### src/sfca_pkg.sv
package sfca_pkg;

    localparam int KeyWidth = 64;
    localparam logic [KeyWidth-1:0] KeyUpperReset = 64'hAABBCCDDEEFFFFEE;
    localparam logic [KeyWidth-1:0] KeyLowerReset = 64'hDDCCBBAAAABBCCDD;
    localparam logic [7:0] CrcPoly = 8'h07;
    localparam logic [7:0] FrameLen = 8'h02;
    localparam int NumRounds = 10;

    localparam logic CfgKeyUpper = 1'b0;
    localparam logic CfgKeyLower = 1'b1;

    typedef struct packed {
        logic [3:0]  channel;
        logic [15:0] sample;
    } src_item_t;

    typedef struct packed {
        logic [63:0] cipher_upper;
        logic [63:0] cipher_lower;
    } dst_item_t;

    localparam logic [7:0] SBOX [256] = '{
        8'h63,8'h7c,8'h77,8'h7b,8'hf2,8'h6b,8'h6f,8'hc5,8'h30,8'h01,8'h67,8'h2b,8'hfe,8'hd7,8'hab,8'h76,
        8'hca,8'h82,8'hc9,8'h7d,8'hfa,8'h59,8'h47,8'hf0,8'had,8'hd4,8'ha2,8'haf,8'h9c,8'ha4,8'h72,8'hc0,
        8'hb7,8'hfd,8'h93,8'h26,8'h36,8'h3f,8'hf7,8'hcc,8'h34,8'ha5,8'he5,8'hf1,8'h71,8'hd8,8'h31,8'h15,
        8'h04,8'hc7,8'h23,8'hc3,8'h18,8'h96,8'h05,8'h9a,8'h07,8'h12,8'h80,8'he2,8'heb,8'h27,8'hb2,8'h75,
        8'h09,8'h83,8'h2c,8'h1a,8'h1b,8'h6e,8'h5a,8'ha0,8'h52,8'h3b,8'hd6,8'hb3,8'h29,8'he3,8'h2f,8'h84,
        8'h53,8'hd1,8'h00,8'hed,8'h20,8'hfc,8'hb1,8'h5b,8'h6a,8'hcb,8'hbe,8'h39,8'h4a,8'h4c,8'h58,8'hcf,
        8'hd0,8'hef,8'haa,8'hfb,8'h43,8'h4d,8'h33,8'h85,8'h45,8'hf9,8'h02,8'h7f,8'h50,8'h3c,8'h9f,8'ha8,
        8'h51,8'ha3,8'h40,8'h8f,8'h92,8'h9d,8'h38,8'hf5,8'hbc,8'hb6,8'hda,8'h21,8'h10,8'hff,8'hf3,8'hd2,
        8'hcd,8'h0c,8'h13,8'hec,8'h5f,8'h97,8'h44,8'h17,8'hc4,8'ha7,8'h7e,8'h3d,8'h64,8'h5d,8'h19,8'h73,
        8'h60,8'h81,8'h4f,8'hdc,8'h22,8'h2a,8'h90,8'h88,8'h46,8'hee,8'hb8,8'h14,8'hde,8'h5e,8'h0b,8'hdb,
        8'he0,8'h32,8'h3a,8'h0a,8'h49,8'h06,8'h24,8'h5c,8'hc2,8'hd3,8'hac,8'h62,8'h91,8'h95,8'he4,8'h79,
        8'he7,8'hc8,8'h37,8'h6d,8'h8d,8'hd5,8'h4e,8'ha9,8'h6c,8'h56,8'hf4,8'hea,8'h65,8'h7a,8'hae,8'h08,
        8'hba,8'h78,8'h25,8'h2e,8'h1c,8'ha6,8'hb4,8'hc6,8'he8,8'hdd,8'h74,8'h1f,8'h4b,8'hbd,8'h8b,8'h8a,
        8'h70,8'h3e,8'hb5,8'h66,8'h48,8'h03,8'hf6,8'h0e,8'h61,8'h35,8'h57,8'hb9,8'h86,8'hc1,8'h1d,8'h9e,
        8'he1,8'hf8,8'h98,8'h11,8'h69,8'hd9,8'h8e,8'h94,8'h9b,8'h1e,8'h87,8'he9,8'hce,8'h55,8'h28,8'hdf,
        8'h8c,8'ha1,8'h89,8'h0d,8'hbf,8'he6,8'h42,8'h68,8'h41,8'h99,8'h2d,8'h0f,8'hb0,8'h54,8'hbb,8'h16
    };

    function automatic logic [7:0] xtime(input logic [7:0] b);
        return {b[6:0], 1'b0} ^ (b[7] ? 8'h1b : 8'h00);
    endfunction

    function automatic logic [7:0] crc8_byte(input logic [7:0] crc, input logic [7:0] d);
        logic [7:0] c;
        c = crc ^ d;
        for (int b = 0; b < 8; b++)
        begin
            c = c[7] ? ({c[6:0], 1'b0} ^ CrcPoly) : {c[6:0], 1'b0};
        end
        return c;
    endfunction

    function automatic logic [7:0] rcon(input logic [3:0] r);
        logic [7:0] v;
        case (r)
            4'd1:    v = 8'h01;
            4'd2:    v = 8'h02;
            4'd3:    v = 8'h04;
            4'd4:    v = 8'h08;
            4'd5:    v = 8'h10;
            4'd6:    v = 8'h20;
            4'd7:    v = 8'h40;
            4'd8:    v = 8'h80;
            4'd9:    v = 8'h1b;
            4'd10:   v = 8'h36;
            default: v = 8'h00;
        endcase
        return v;
    endfunction

endpackage

### src/sfca_round.sv
module sfca_round #(
    parameter int ROUND = 1
) (
    input  logic         clk,
    input  logic         rst_n,
    input  logic         adv,
    input  logic         prev_valid,
    input  logic [127:0] prev_state,
    input  logic [127:0] prev_key,
    output logic         stage_valid,
    output logic [127:0] stage_state,
    output logic [127:0] stage_key
);
    import sfca_pkg::*;

    logic         valid_reg;
    logic [127:0] state_reg;
    logic [127:0] key_reg;
    logic [127:0] state_next;
    logic [127:0] key_next;

    // key schedule step, one word group per stage
    always_comb
    begin
        logic [31:0] w0, w1, w2, w3, t;
        w0 = prev_key[127:96];
        w1 = prev_key[95:64];
        w2 = prev_key[63:32];
        w3 = prev_key[31:0];
        t = {SBOX[w3[23:16]] ^ rcon(4'(ROUND)), SBOX[w3[15:8]], SBOX[w3[7:0]], SBOX[w3[31:24]]};
        w0 = w0 ^ t;
        w1 = w1 ^ w0;
        w2 = w2 ^ w1;
        w3 = w3 ^ w2;
        key_next = {w0, w1, w2, w3};
    end

    always_comb
    begin
        logic [7:0] s [16];
        logic [7:0] t [16];
        logic [7:0] a0, a1, a2, a3, all;
        for (int i = 0; i < 16; i++)
        begin
            s[i] = prev_state[127 - 8*i -: 8];
        end
        for (int c = 0; c < 4; c++)
        begin
            for (int r = 0; r < 4; r++)
            begin
                t[r + 4*c] = SBOX[s[r + 4*((c + r) % 4)]];
            end
        end
        if (ROUND != NumRounds)
        begin
            for (int c = 0; c < 4; c++)
            begin
                a0 = t[4*c];
                a1 = t[4*c+1];
                a2 = t[4*c+2];
                a3 = t[4*c+3];
                all = a0 ^ a1 ^ a2 ^ a3;
                t[4*c]   = a0 ^ all ^ xtime(a0 ^ a1);
                t[4*c+1] = a1 ^ all ^ xtime(a1 ^ a2);
                t[4*c+2] = a2 ^ all ^ xtime(a2 ^ a3);
                t[4*c+3] = a3 ^ all ^ xtime(a3 ^ a0);
            end
        end
        for (int i = 0; i < 16; i++)
        begin
            state_next[127 - 8*i -: 8] = t[i] ^ key_next[127 - 8*i -: 8];
        end
    end

    always_ff @(posedge clk or negedge rst_n)
    begin
        if (!rst_n)
        begin
            valid_reg <= 1'b0;
        end
        else if (adv)
        begin
            valid_reg <= prev_valid;
        end
    end

    always_ff @(posedge clk)
    begin
        if (adv)
        begin
            state_reg <= state_next;
            key_reg   <= key_next;
        end
    end

    assign stage_valid = valid_reg;
    assign stage_state = state_reg;
    assign stage_key   = key_reg;

endmodule

### config.mk
export PLATFORM = sky130hd
export DESIGN_NAME = sfca_round
export DESIGN_NICKNAME = d
export VERILOG_FILES = /design/src/sfca_pkg.sv /design/src/sfca_round.sv
export SDC_FILE = /design/constraint.sdc
export NUM_CORES = 2
export LEC_CHECK = 0
export BUFFER_PORTS_ARGS = -buffer_cell sky130_fd_sc_hd__buf_2
export CAP_MARGIN = 20
export CORE_UTILIZATION = 46
export CTS_CLUSTER_SIZE = 24
export DETAILED_ROUTE_END_ITERATION = 7
export PLACE_DENSITY_LB_ADDON = 0.15
export RECOVER_POWER = 50
export REMOVE_ABC_BUFFERS = 1
export SLEW_MARGIN = 20
export SYNTH_ARGS = -nofsm -noshare
export SYNTH_HDL_FRONTEND = slang
export SYNTH_SLANG_ARGS = --single-unit
### constraint.sdc
create_clock -name clk -period 1.6 [get_ports clk]
set_clock_uncertainty 0.1 [all_clocks]
set_input_delay 0.08 -clock clk [delete_from_list [all_inputs] [get_ports clk]]
set_output_delay 0.08 -clock clk [all_outputs]
set_load 0.01 [all_outputs]
==> results of run 1 <==
-- metal layers --
metal | GRT usage (%) | overflow
met5 | 18.0 | 0
met4 | 69.2 | 5
met1 | 72.8 | 0
met2 | 89.3 | 3
met3 | 52.2 | 1
-- cell usage after synthesis (76+ instances only) --
| master | instances | share of area, % |
|---|---|---|
| or2_2 | 106 | 0.80 |
| buf_2 | 420 | 2.5 |
| mux4_2 | 201 | 5.5 |
| buf_1 | 155 | 0.70 |
| or3_1 | 76 | 0.57 |
| nor2_1 | 802 | 3.6 |
| a221oi_1 | 107 | 1.1 |
| mux2i_1 | 130 | 1.6 |
| and2_1 | 138 | 1.0 |
| nor2b_1 | 380 | 2.9 |
| o21ai_0 | 853 | 5.1 |
| nand3_1 | 350 | 2.1 |
| o221ai_1 | 86 | 0.91 |
| a21oi_1 | 861 | 5.2 |
| nor3_1 | 408 | 2.5 |
| o31ai_1 | 153 | 1.4 |
| a21o_1 | 79 | 0.72 |
| o311ai_0 | 232 | 2.4 |
| nand2b_1 | 431 | 3.3 |
| clkbuf_1 | 756 | 3.4 |
| a211oi_1 | 271 | 2.5 |
| ha_1 | 321 | 4.8 |
| edfxtp_1 | 256 | 9.3 |
| a311oi_1 | 203 | 2.1 |
| o211ai_1 | 241 | 2.2 |
| o22ai_1 | 80 | 0.60 |
| xnor2_1 | 419 | 4.4 |
| inv_1 | 203 | 0.92 |
| a31oi_1 | 284 | 2.1 |
| xor2_1 | 208 | 2.2 |
| nand2_1 | 801 | 3.6 |
-- metrics by stage --
| step | cell area [um2] | utilization (%) | setup TNS (ns) | hold WS, ns |
|---|---|---|---|---|
| floorplan | 76800 | - | -365.13 | -0.316 |
| detailed placement | 121000 | 67.4 | -505.83 | -0.245 |
| CTS | 136000 | 76.1 | -231.00 | 0.00884 |
| global placement | 121000 | 67.4 | -497.03 | -0.246 |
-- what timing repair did --
item | 4_1_cts
endpoints found under the hold margin | 211
hold buffers | 62
gates cloned | 11
buffers inserted | 324
gates resized for setup | 2445
endpoints found under the setup margin | 257
pin swaps | 623
-- cell families after synthesis --
kind of cell | synth area share (%)
AO/OA/AOI/OAI | 36.7
AND/OR/NAND/NOR | 23.8
buffers and inverters | 8.48
XOR/XNOR | 8.92
multiplexers | 7.87
adder cells (fa/ha/maj) | 4.84
flip-flops | 9.30
==> metrics, run 1 <==
status aborted with a tool error; Last stage 5_1_grt; Run Error [ERROR GRT-0232] Routing congestion too high. Check the congestion heatmap in the GUI.; IO Pins ~520; WEP type sequential cell input; pin ending the worst setup path after global-route repair stage_state[88]$_DFFE_PP_/D; Die W around 430 um; Clock Path Buffers 3; Rows 155; CTS root buffer clkbuf_16; grt ovf 9; Inst Count DP about 18000; Synth Instances 11624; Post-synth ARST share 0.389%; largest net degree at the start of global routing 60; #FFs+latches synth 257; clock sink count about 260; RePlAce Congestion 1.23; Initial Utilization 46.4%; H-Tree Level Count 2; Synth Flop Type edfxtp_1; syn_area_per_cell 7.14 um2; CTS Buf Count 34; PortBufs 516; Seq/Total Area, Yosys 9.30%; Post-Syn Area 0.0829 mm2; Post-Place Worst Slack -2.86 ns; GRT Util Overall 71.0%; Die Y 427 um; Unique masters post-synth 115; dpl hpwl 413 mm; number of synthesized flops with an enable pin 256; Yosys warnings 0
==> run 2: changes to the inputs <==
--- a/config.mk
+++ b/config.mk
@@ -7,8 +7,7 @@
 export LEC_CHECK = 0
 export BUFFER_PORTS_ARGS = -buffer_cell sky130_fd_sc_hd__buf_2
 export CAP_MARGIN = 20
-export CORE_UTILIZATION = 46
-export CTS_CLUSTER_SIZE = 24
+export CORE_UTILIZATION = 31
 export DETAILED_ROUTE_END_ITERATION = 7
 export PLACE_DENSITY_LB_ADDON = 0.15
 export RECOVER_POWER = 50
==> run 2 against run 1 <==
- the flow now finishes, with violations (negative hold slack, negative setup slack)
- area after synthesis unchanged
- synthesized cell count is the same
==> metrics, run 2 <==
status finished with violations; failing checks negative hold slack, negative setup slack; Clk pin slew, worst setup/hold paths 0.06 ns; WL/cell around 31 um; Synth area leader edfxtp_1; ANT nets after route 0; final WL 619 mm; Synth Instances 11624; reg2reg start stage_valid$_DFFE_PN0P_; max-slew violations 0; Slew HR 27.1%; Yosys warnings 0; largest net degree at the start of global routing 67; final hold vios 1; unrepaired setup endpoints after global routing true; ratio of final minimum period to clock period 186%; worst hold slack -0.0254 ns; largest fanout on the critical path 6; met2 wire len 261 mm; Final setup viols 428; Synth Flop Type edfxtp_1; routed length on met1 between 200 and 250 mm; Seq/Total Area, Yosys 9.30%; commonest non-fill, non-tap cell in the layout buf_4; number of global-route vias before repair between 100k and 150k; Detailed Route Iter0 Violations between 15000 and 20000; Setup crit start prev_state[105]; CTS Buf Count 42; slew at the pin with the worst max-slew slack between 1 and 1.5 ns; Post-DP Area 0.124 mm2; syn_area_per_cell 7.14 um2; worst path required time 1.87 ns; VDD IR max 0.000925 V; Sw Share 47.7%; Synth area leaders edfxtp_1 9.3%, mux4_2 5.5%, a21oi_1 5.2%; vias 126853; PortBufs 516; Setup Crit Path Kind in -> reg; Die W 519 um; H-Tree Level Count 2; register share of total power 14.0%; hold path start prev_key[100]; Synth top area share 9.27%; share of cells above drive strength 1 50.1%; sequential cell area 0.00771 mm2; Met3 Wirelength about 69 mm; kind of start point of the critical path input pin; Leak 61.6 nW; nets 16846; area taken by multi-input logic gates 0.0812 mm2; clk_lat worst skew 0.63 ns; Psw 48.9 mW; clock power share 9.9%; max-capacitance violation count 0; Total Power 102 mW; most frequent cell after synthesis a21oi_1; Area Growth Syn to Fin 76.7%; DRC violations left 0; IO Pins just over 500; Layout fillers 24845; Initial Utilization 31.2%; Clock Path Buffers 3; global-route wire length before repair 877 mm; Post-synth ARST share less than 1%; Post-Syn Area around 0.083 mm2; combinational fraction of design power 76.1%; Fmax achieved ~340 MHz; internal power between 50 and 60 mW; highest metal used met5; Post-synth top cells 861 x a21oi_1, 853 x o21ai_0, 802 x nor2_1; GRT Util Overall a little over two fifths; #FFs+latches synth 257; crit end category flop; RePlAce Congestion 1.09; worst setup margin -1.38 ns; dpl hpwl 487 mm; min Tclk post-route 2.98 ns; Rows 189; initial antenna violation count 46; clock sink count 257; vias per cell 6.39; HP Class in -> reg; Final Util 55.2%; PwrDens 699 mW/mm2; TritonCTS clock tree done; post-route cell area 0.147 mm2; Die Y 519 um; DR pass1 iterations 7; CP arrival about 3.3 ns; grt ovf 0; CTS root buffer clkbuf_16; most frequent cells in the layout 4631 x buf_4, 769 x a21oi_1, 748 x nand2_1, 712 x o21ai_0, 705 x nor2_1; number of synthesized flops with an enable pin around 260; CORE AREA 0.266 mm2; die area roughly 0.27 mm2; Unique masters post-synth between 100 and 150; setup tns final -281.29 ns
run 2: cell counts after synthesis:
No cell type changed its count.
run 2: final timing paths:
check / endpoint / slack [ns] / depth (start not counted)
worst min-delay path: stage_key[100]$_DFFE_PP_ / -0.03 / 4
worst max-delay path: stage_state[52]$_DFFE_PP_ / -1.38 / 15
worst min register to register: stage_valid$_DFFE_PN0P_ / 0.41 / 1
worst max register to register: stage_valid$_DFFE_PN0P_ / 0.76 / 1
max in group asynchronous: stage_valid$_DFFE_PN0P_ / 1.12 / 3
min in group asynchronous: stage_valid$_DFFE_PN0P_ / 0.17 / 3
run 2: metal layers:
layer	vias up	GRT usage [%]
met1	61337	54.8
met5	-	0
li1	53699	-
met3	2183	9.73
met2	9604	65.0
met4	30	31.2
run 2: critical path: stages:
cell and delay [ns]:
buf_12 0.12, buf_12 0.13, ha_4 0.15, mux2_4 0.29
mux4_2 0.52, a2111oi_4 0.42, a41o_1 0.25, a22oi_2 0.12
buf_4 0.17, xor2_4 0.19, buf_6 0.14, xnor3_1 0.22
xnor2_1 0.14, buf_4 0.18, xnor2_2 0.14
run 2: through the flow:
stage	hold WS [ns]	setup WS (ns)	cells
2_1_floorplan	-0.316	-2.31	10223
3_3_place_gp	-0.245	-2.87	19258
3_5_place_dp	-0.244	-2.87	19258
4_1_cts	-0.0812	-1.32	19719
5_1_grt	-0.00130	-1.40	19842
6_report	-0.0254	-1.38	19855
run 2: area by class of cell:
class | instances | share of cell area, %
Timing Repair Buffer | 5998 | 34.5
Antenna cell | 24 | 0.0410
Clock buffer | 45 | 0.739
Inverter | 247 | 0.792
Clock inverter | 32 | 0.219
Tap cell | 3533 | 3.02
Sequential cell | 257 | 5.26
Multi-Input combinational cell | 9719 | 55.4
run 2: timing repair:
action | 4_1_cts | 5_1_grt
hold buffers | 64 | 1
resized for setup | 2509 | 908
buffers inserted | 347 | 140
hold endpoints to repair | 223 | 2
cloned | 9 | 7
setup endpoints to repair | 291 | 286
pin swaps | 570 | 495
run 2: cells by family after synthesis:
| family | after synthesis | synth area share (%) |
|---|---|---|
| muxes | 392 | 7.87 |
| AOI/OAI and AO/OA | 4394 | 36.7 |
| xor gates and xnor gates | 716 | 8.92 |
| buffers and inverters | 1648 | 8.48 |
| and+or+nand+nor | 3896 | 23.8 |
| DFF | 257 | 9.30 |
| adders and majority gates | 321 | 4.84 |
run 2: power by group through the flow:
stage / clock network, mW / registers, mW / logic [mW]
floorplan: 0 / 13.3 / 23.2
global placement: 0 / 14.3 / 62.6
detailed placement: 0 / 14.2 / 62.6
CTS: 10.3 / 14.1 / 71.7
global route: 10.5 / 14.3 / 80.0
finish: 10.1 / 14.3 / 77.9
(Power assumes the default switching activity.)
